==> config.mk <==
export PLATFORM = sky130hd
export DESIGN_NAME = tsr_walker
export DESIGN_NICKNAME = d
export VERILOG_FILES = /design/src/hdl/tsr_pkg.sv /design/src/hdl/tsr_walker.sv
export SDC_FILE = /design/constraint.sdc
export NUM_CORES = 1
export LEC_CHECK = 0
export BUFFER_PORTS_ARGS = -buffer_cell sky130_fd_sc_hd__buf_2
export CAP_MARGIN = 20
export CORE_MARGIN = 3
export CORE_UTILIZATION = 31
export DETAILED_ROUTE_END_ITERATION = 10
export GPL_TIMING_DRIVEN = 0
export PLACE_DENSITY_LB_ADDON = 0.1
export SETUP_SLACK_MARGIN = 0.15
export SYNTH_ARGS = -nofsm -noshare
export SYNTH_HDL_FRONTEND = slang
export SYNTH_SLANG_ARGS = --single-unit
==> constraint.sdc <==
create_clock -name clk_i -period 7 [get_ports clk_i]
set_input_delay 0.35 -clock clk_i [delete_from_list [all_inputs] [get_ports clk_i]]
set_output_delay 0.35 -clock clk_i [all_outputs]
set_load 0.02 [all_outputs]
==> src/hdl/tsr_pkg.sv <==
// shared constants and types of the triangle span rasterizer
package tsr_pkg;

  localparam int unsigned COORD_BITS_DEF    = 13;
  localparam int unsigned SCREEN_HEIGHT_DEF = 256;
  localparam int unsigned ROW_BITS          = 8;
  localparam int unsigned OP_BITS           = 2;

  typedef enum logic [OP_BITS-1:0] {
    OP_CLEAR = 2'd0,
    OP_EDGE  = 2'd1,
    OP_QUERY = 2'd2,
    OP_NOP   = 2'd3
  } opcode_e;

  // commands from the sequencer to the line stepper
  typedef struct packed {
    logic start;
    logic step;
  } walk_ctrl_t;

  // line stepper status back to the sequencer
  typedef struct packed {
    logic run;
    logic last;
  } walk_stat_t;

endpackage

==> src/hdl/tsr_walker.sv <==
// bresenham line stepper: one shared accumulator add and compare per step
module tsr_walker #(
  parameter int unsigned COORD_BITS = tsr_pkg::COORD_BITS_DEF
) (
  input  logic                         clk_i,
  input  logic                         rst_ni,
  input  tsr_pkg::walk_ctrl_t          ctrl_i,
  input  logic signed [COORD_BITS-1:0] x_start_i,
  input  logic signed [COORD_BITS-1:0] y_start_i,
  input  logic signed [COORD_BITS-1:0] x_end_i,
  input  logic signed [COORD_BITS-1:0] y_end_i,
  output logic signed [COORD_BITS-1:0] x_o,
  output logic signed [COORD_BITS-1:0] y_o,
  output tsr_pkg::walk_stat_t          stat_o
);

  localparam int unsigned CW = COORD_BITS;

  typedef enum logic [1:0] {
    W_IDLE,
    W_INIT,
    W_RUN
  } phase_e;

  phase_e                 phase_q;
  logic signed [CW-1:0]   x_q, y_q;
  logic signed [CW:0]     dx_q, dy_q;
  logic [CW-1:0]          major_q, minor_q;
  logic [CW:0]            acc_q, count_q;
  logic signed [1:0]      diag_x_q, diag_y_q, side_x_q, side_y_q;

  logic signed [CW:0]     dx_d, dy_d, adx_s, ady_s;
  logic [CW-1:0]          adx, ady;
  logic                   swap;
  logic signed [1:0]      sgn_x, sgn_y;
  logic [CW:0]            sum;
  logic                   take_side;
  logic signed [1:0]      inc_x, inc_y;

  assign dx_d = {x_end_i[CW-1], x_end_i} - {x_start_i[CW-1], x_start_i};
  assign dy_d = {y_end_i[CW-1], y_end_i} - {y_start_i[CW-1], y_start_i};

  assign adx_s = dx_q[CW] ? -dx_q : dx_q;
  assign ady_s = dy_q[CW] ? -dy_q : dy_q;
  assign adx   = adx_s[CW-1:0];
  assign ady   = ady_s[CW-1:0];
  assign swap  = adx < ady;
  assign sgn_x = dx_q[CW] ? 2'sb11 : ((dx_q != '0) ? 2'sb01 : 2'sb00);
  assign sgn_y = dy_q[CW] ? 2'sb11 : ((dy_q != '0) ? 2'sb01 : 2'sb00);

  // error accumulator: the one add and compare shared by every step
  assign sum       = acc_q + {1'b0, minor_q};
  assign take_side = sum < {1'b0, major_q};
  assign inc_x     = take_side ? side_x_q : diag_x_q;
  assign inc_y     = take_side ? side_y_q : diag_y_q;

  always_ff @(posedge clk_i or negedge rst_ni) begin
    if (!rst_ni) begin
      phase_q  <= W_IDLE;
      x_q      <= '0;
      y_q      <= '0;
      dx_q     <= '0;
      dy_q     <= '0;
      major_q  <= '0;
      minor_q  <= '0;
      acc_q    <= '0;
      count_q  <= '0;
      diag_x_q <= '0;
      diag_y_q <= '0;
      side_x_q <= '0;
      side_y_q <= '0;
    end else begin
      unique case (phase_q)
        W_IDLE: begin
          if (ctrl_i.start) begin
            x_q     <= x_start_i;
            y_q     <= y_start_i;
            dx_q    <= dx_d;
            dy_q    <= dy_d;
            phase_q <= W_INIT;
          end
        end
        W_INIT: begin
          major_q  <= swap ? ady : adx;
          minor_q  <= swap ? adx : ady;
          acc_q    <= {2'b00, (swap ? adx[CW-1:1] : ady[CW-1:1])};
          count_q  <= {1'b0, (swap ? ady : adx)} + (CW+1)'(1);
          diag_x_q <= sgn_x;
          diag_y_q <= sgn_y;
          side_x_q <= swap ? 2'sb00 : sgn_x;
          side_y_q <= swap ? sgn_y : 2'sb00;
          phase_q  <= W_RUN;
        end
        W_RUN: begin
          if (ctrl_i.step) begin
            acc_q   <= take_side ? sum : (sum - {1'b0, major_q});
            x_q     <= x_q + {{(CW-2){inc_x[1]}}, inc_x};
            y_q     <= y_q + {{(CW-2){inc_y[1]}}, inc_y};
            count_q <= count_q - (CW+1)'(1);
            if (count_q == (CW+1)'(1)) begin
              phase_q <= W_IDLE;
            end
          end
        end
        default: begin
          phase_q <= W_IDLE;
        end
      endcase
    end
  end

  assign x_o         = x_q;
  assign y_o         = y_q;
  assign stat_o.run  = (phase_q == W_RUN);
  assign stat_o.last = (count_q == (CW+1)'(1));

endmodule

==> results.sh, run 1 <==
export IMPL_ys_seq_elements=118
export IMPL_clk_insertion_delay_late_ps=430
export IMPL_crit_type="flip-flop to flip-flop"
export IMPL_layout_nets=1467
export IMPL_final_common_cell="nand2_1"
export IMPL_portBuffers=83
export IMPL_avgSynthCellArea_sq_um=8.21
export IMPL_ctsLongestPathBuffers=2
export IMPL_hp_class="primary input to flip-flop"
export IMPL_viasPerCell=5.20
export IMPL_async_flop_share_pct=100
export IMPL_area_growth_synth_to_final_pct=16.0
export IMPL_power_density_mw_per_mm2=222
export IMPL_start_util_pct=31.9
export IMPL_cp_data_arrival_time_ps=6770
export IMPL_worst_pin_slew_ps=984
export IMPL_drt_total_wl_microns=32700
export IMPL_p_int_mw=1.64
export IMPL_crit_family="compound AO/OA/AOI/OAI gates"
export IMPL_yosys_warnings=0
export IMPL_syn_area_sq_mm=0.00988
export IMPL_cts_root_buf="clkbuf_16"
export IMPL_p_leak_nw=5.37
export IMPL_diodes=0
export IMPL_rsz0062_at_grt="false"
export IMPL_cts_htree_levels=4
export IMPL_cts_clk_slew_worst_paths_ps=60
export IMPL_p_clk_share_pct=33.2
export IMPL_grt_pass1_vias=8958
export IMPL_layout_common_cells="nand2_1, dfrtp_1, o21ai_0"
export IMPL_cp_required_ps=7300
export IMPL_hold_slack_ps=222
export IMPL_final_layout_size_suffix_gt1_share_pct=12.3
export IMPL_hold_viol_final=0
export IMPL_p_sw_mw=0.906
export IMPL_postRouteAntennaNets=0
export IMPL_place_congestion=0.831
export IMPL_grt_use_total_pct=19.6
export IMPL_power_switching_share_pct=35.6
export IMPL_fp_dieH_microns=184
export IMPL_cts_sinks=118
export IMPL_synth_cell_types=70
export IMPL_critPathCaptureType="flip-flop"
export IMPL_dp_hpwl_microns=25400
export IMPL_timing_fmax_mhz=155
export IMPL_cts_tree="yes"
export IMPL_comb_power_share_pct=35.1
export IMPL_grt_max_degree=76
export IMPL_syn_nets=1360
export IMPL_cts_buffers_inserted=17
export IMPL_critPathLaunchType="flip-flop"
export IMPL_design_area_sq_mm=0.0115
export IMPL_grt_pass1_wl_microns=51400
export IMPL_layout_min_cycle_time_ps=6460
export IMPL_core_area_sq_mm=0.0310
export IMPL_wl_per_cell_microns=19.0
export IMPL_dr_pass1_iters=4
export IMPL_skew_ps=9.14
export IMPL_path_max_fanout=10
export IMPL_seqPwrFrac_pct=31.8
export IMPL_synth_top_flop_cell="dfrtp_1"
export IMPL_setup_viol=0
export IMPL_yosysSeqAreaShare_pct=29.9
export IMPL_die_w_microns=184
export IMPL_outcome="completed"
export IMPL_max_slew_margin_pct=34.1
export IMPL_worst_path_largest_cell_delay_ps=440
export IMPL_die_area_sq_mm=0.0340
export IMPL_place_area_sq_mm=0.0108
export IMPL_finalCritPeriodShare_pct=92.3
export IMPL_synth_edff_count=0
export IMPL_io_pins=84
export IMPL_syn_inst=1203
export IMPL_grt_overflow=0
export IMPL_slowest_stage="fa_1"
export IMPL_maxCapViolCount=0
export IMPL_row_count=64
export IMPL_vdd_drop_max_mv=0.175
export IMPL_slew_viol_final=0
export IMPL_crit_buf_inv=2
export IMPL_via_count=8929
export IMPL_route_detailed_drc=0
export IMPL_antenna_found_initial=0
export IMPL_drt_initial_drc_count=474
power by group through the flow:
stage	combinational, mW	sequential, mW	clock (mW)
after floorplan	0.638	0.814	0
after global placement	0.842	0.819	0
after detailed placement	0.851	0.820	0
after CTS	0.863	0.808	0.862
after global routing	1.00	0.819	0.890
final	0.892	0.808	0.844
repair_timing:
| item | in CTS | in global routing |
|---|---|---|
| hold buffers | 1 | 0 |
| pin swaps | 0 | 4 |
| hold endpoints to repair | 43 | 0 |
| endpoints found under the setup margin | 2 | 8 |
| buffers inserted | 0 | 3 |
| gates resized for setup | 4 | 18 |
state kept, by name, indices dropped and copies added (netlist names), 13 cells and up:
register / count
acc_q: 14
count_q: 14
dx_q: 14
dy_q: 14
major_q: 13
minor_q: 13
x_o: 13
y_o: 13
final timing paths:
check | start | endpoint | slack, ps | cells past startpoint
max | minor_q[0]$_DFFE_PN0P_ | y_o[12]$_DFFE_PN0P_ | 540 | 30
min | y_start_i[0] | y_o[0]$_DFFE_PN0P_ | 220 | 3
max reg2reg | minor_q[0]$_DFFE_PN0P_ | y_o[12]$_DFFE_PN0P_ | 540 | 30
min reg2reg | diag_y_q[0]$_DFFE_PN0P_ | diag_y_q[0]$_DFFE_PN0P_ | 480 | 1
max in group asynchronous | rst_ni | acc_q[10]$_DFFE_PN0P_ | 5790 | 3
min in group asynchronous | rst_ni | dx_q[0]$_DFFE_PN0P_ | 440 | 2
cells in the mapped netlist, types with 7 or more instances:
cell type  number  area, sq um
nand2_1       168          631
dfrtp_1       118         2950
o21ai_0       112          561
ha_1           95         1190
nor2_1         91          342
a21oi_1        83          415
inv_1          83          312
xnor2_1        56          490
xor2_1         37          324
nor3_1         28          140
clkbuf_1       27          101
a21o_1         22          165
nand2b_1       18          113
nand3_1        18         90.1
mux2i_1        17          170
a211oi_1       15          113
o31ai_1        15          113
o211ai_1       14          105
o21a_1         14          105
a21boi_0       11         82.6
mux2_2         11          124
or3_1          11         68.8
nor2b_1        10         62.6
and2_1          8         50.1
o21bai_1        8         60.1
and3_1          7         43.8
nor4_1          7         43.8
metrics by stage:
stage | std cells | util [%] | power (mW) | setup WS (ps) | TNS (ps)
after floorplan | 1203 | - | 1.45 | 1320 | 0
after global placement | 1682 | 34.8 | 1.66 | -64.6 | -64.6
after detailed placement | 1683 | 34.9 | 1.67 | -139 | -162
after CTS | 1715 | 36.7 | 2.53 | 196 | 0
after global routing | 1718 | 37.0 | 2.71 | 120 | 0
final | 1718 | 37.0 | 2.55 | 536 | 0
per-layer routing:
layer	part of all wire, %	GRT usage, %	vias up
met5	0	0	-
met4	1.8	5.26	0
met3	2.9	2.86	34
met2	45	31.1	160
met1	50	27.8	4256
li1	-	-	4479
layout make-up:
type | count | area (sq um)
Multi-Input combinational cell | 962 | 6500
Sequential cell | 118 | 2950
Clock buffer | 22 | 464
Inverter | 84 | 315
Timing Repair Buffer | 88 | 482
Clock inverter | 9 | 78.8
Tap cell | 396 | 495
Buffer | 39 | 171
Fill cell | 3254 | 19500
worst reg2reg max path: cells and delay by family (launching register included):
kind / cells / cell delay (ps)
and+or+nand+nor: 8 / 840
AOI/OAI and AO/OA: 13 / 2870
adders and majority gates: 5 / 1410
buffers and inverters: 2 / 280
xor gates and xnor gates: 1 / 190
DFF: 1 / 400
muxes: 1 / 350
cell families (layout without fill, tap and decap cells):
family | count (synthesis) | in the layout | synth area share [%]
compound gates | 346 | 346 | 22.3
xor+xnor | 93 | 93 | 8.25
flops | 118 | 118 | 29.9
fa+ha+maj | 101 | 101 | 13.3
simple gates | 393 | 393 | 18.2
mux | 29 | 29 | 3.20
buf+inv | 123 | 242 | 4.90
No activity file was read; power rests on OpenSTA's default activity.
==> inputs of run 2 (changes only) <==
- RECOVER_POWER: default -> 100
==> results.sh, run 2 (synthesis results as in run 1) <==
export IMPL_outcome="finished with violations"
export IMPL_failed_checks="max-capacitance violations, max-slew violations"
export IMPL_skew_ps=8.50
export IMPL_die_area_sq_mm=0.0340
export IMPL_p_clk_share_pct=33.2
export IMPL_postRouteAntennaNets=0
export IMPL_layout_min_cycle_time_ps=6500
export IMPL_diodes=0
export IMPL_route_detailed_drc=0
export IMPL_viasPerCell=5.23
export IMPL_grt_pass1_vias=8958
export IMPL_setup_tns_ps=0
export IMPL_p_int_mw=1.63
export IMPL_hold_slack_ps=223
export IMPL_cts_htree_levels=4
export IMPL_setup_ws_ps=503
export IMPL_drt_total_wl_microns=32700
export IMPL_slew_viol_final=121
export IMPL_final_layout_size_suffix_gt1_share_pct=9.00
export IMPL_fp_dieH_microns=184
export IMPL_cts_sinks=118
export IMPL_vdd_drop_max_mv=0.174
export IMPL_cp_required_ps=7300
export IMPL_portBuffers=83
export IMPL_grt_max_degree=76
export IMPL_via_count=8984
export IMPL_power_switching_share_pct=35.6
export IMPL_rrSetupSlack_ps=500
export IMPL_cts_clk_slew_worst_paths_ps=60
export IMPL_r2r_cells=30
export IMPL_io_pins=84
export IMPL_min_path_cells=3
export IMPL_grt_pass1_wl_microns=51400
export IMPL_ctsLongestPathBuffers=2
export IMPL_p_leak_nw=5.24
export IMPL_wl_per_cell_microns=19.1
export IMPL_hp_class="primary input to flip-flop"
export IMPL_dr_pass1_iters=4
export IMPL_row_count=64
export IMPL_start_util_pct=31.9
export IMPL_max_slew_margin_pct=-76.5
export IMPL_place_congestion=0.831
export IMPL_comb_power_share_pct=35.0
export IMPL_seqPwrFrac_pct=31.9
export IMPL_cts_tree="yes"
export IMPL_maxCapViolCount=2
export IMPL_drt_initial_drc_count=493
export IMPL_slowest_stage="fa_1"
export IMPL_setup_viol=0
export IMPL_crit_type="flip-flop to flip-flop"
export IMPL_p_sw_mw=0.903
export IMPL_layout_common_cells="nand2_1, dfrtp_1, o21ai_0"
export IMPL_worst_pin_slew_ps=2650
export IMPL_pre_cts_ws_ps=-139
export IMPL_dp_hpwl_microns=25400
export IMPL_area_growth_synth_to_final_pct=15.2
export IMPL_hold_viol_final=0
export IMPL_grt_use_total_pct=19.6
export IMPL_r2r_end="y_o[12]$_DFFE_PN0P_"
export IMPL_core_area_sq_mm=0.0310
export IMPL_critPathCaptureType="flip-flop"
export IMPL_cts_buffers_inserted=17
export IMPL_die_w_microns=184
export IMPL_finalCritPeriodShare_pct=92.8
export IMPL_final_common_cell="nand2_1"
export IMPL_cp_data_arrival_time_ps=6800
export IMPL_rsz0062_at_grt="false"
export IMPL_path_max_fanout=10
export IMPL_cts_root_buf="clkbuf_16"
export IMPL_hold_end="y_o[0]$_DFFE_PN0P_"
export IMPL_grt_overflow=0
export IMPL_report_power_total_mw=2.54
export IMPL_min_from="y_start_i[0]"
export IMPL_timing_fmax_mhz=154
export IMPL_post_route_util_pct=36.7
export IMPL_layout_nets=1467
export IMPL_power_density_mw_per_mm2=223
export IMPL_antenna_found_initial=0
export IMPL_worst_path_largest_cell_delay_ps=440
export IMPL_clk_insertion_delay_late_ps=420
export IMPL_critPathLaunchType="flip-flop"
export IMPL_reg2reg_from="minor_q[0]$_DFFE_PN0P_"
## run 2: cell count changes in the layout (fill, tap and decap cells not counted), moves of 2 or more
cell	change
mux2_2	-5
clkbuf_1	+37
mux2_1	+5
o21ai_0	+2
buf_1	-2
buf_2	-34
## run 2: worst max-delay path by stage
| stage | startpoint | endpoint | slack (ps) | cells after the start |
|---|---|---|---|---|
| after floorplan | minor_q[0]$_DFFE_PN0P_ | x_o[12]$_DFFE_PN0P_ | 1320 | 29 |
| after global placement | minor_q[0]$_DFFE_PN0P_ | x_o[12]$_DFFE_PN0P_ | -60 | 27 |
| after detailed placement | minor_q[0]$_DFFE_PN0P_ | x_o[12]$_DFFE_PN0P_ | -140 | 27 |
| after CTS | minor_q[0]$_DFFE_PN0P_ | y_o[12]$_DFFE_PN0P_ | 200 | 29 |
| after global routing | minor_q[0]$_DFFE_PN0P_ | y_o[12]$_DFFE_PN0P_ | 80 | 29 |
| final | minor_q[0]$_DFFE_PN0P_ | y_o[12]$_DFFE_PN0P_ | 500 | 30 |
## run 2: area by class of cell
| type | instances | area, sq um |
|---|---|---|
| Fill cell | 3271 | 19600 |
| Multi-Input combinational cell | 962 | 6490 |
| Sequential cell | 118 | 2950 |
| Tap cell | 396 | 495 |
| Clock buffer | 22 | 464 |
| Timing Repair Buffer | 88 | 413 |
| Inverter | 84 | 315 |
| Buffer | 39 | 168 |
| Clock inverter | 9 | 78.8 |
## run 2: power groups by stage
stage | Sequential, mW | Clock [mW] | Combinational, mW
global route | 0.820 | 0.890 | 0.998
global placement | 0.819 | 0 | 0.842
CTS | 0.808 | 0.862 | 0.863
floorplan | 0.814 | 0 | 0.638
detailed placement | 0.820 | 0 | 0.851
finish | 0.808 | 0.842 | 0.888
## run 2: metal layers
metal	vias up	part of all wire [%]	GRT usage [%]
met5	-	0	0
met4	0	1.8	5.26
met3	34	3.3	2.86
met2	164	46	31.1
met1	4300	49	27.8
li1	4486	-	-
## run 2: worst max-delay path, delay by kind of cell (launching register included)
| kind | cells | cell delay, ps |
|---|---|---|
| muxes | 1 | 340 |
| adders and majority gates | 5 | 1410 |
| xor gates and xnor gates | 1 | 190 |
| DFF | 1 | 400 |
| AOI/OAI and AO/OA | 13 | 2890 |
| and+or+nand+nor | 8 | 840 |
| buffers and inverters | 2 | 280 |
## run 2: timing repair
action / 4_1_cts / 5_1_grt
setup buffers: 0 / 3
hold buffers: 1 / 0
gates resized for setup: 4 / 18
pin swaps: 0 / 4
endpoints found under the hold margin: 43 / 0
endpoints found under the setup margin: 2 / 8
## run 2: stage by stage
stage,std cells,instance area [sq um]
3_3_place_gp,1682,10800
4_1_cts,1715,11400
6_report,1718,11400
3_5_place_dp,1683,10800
2_1_floorplan,1203,9880
5_1_grt,1718,11400
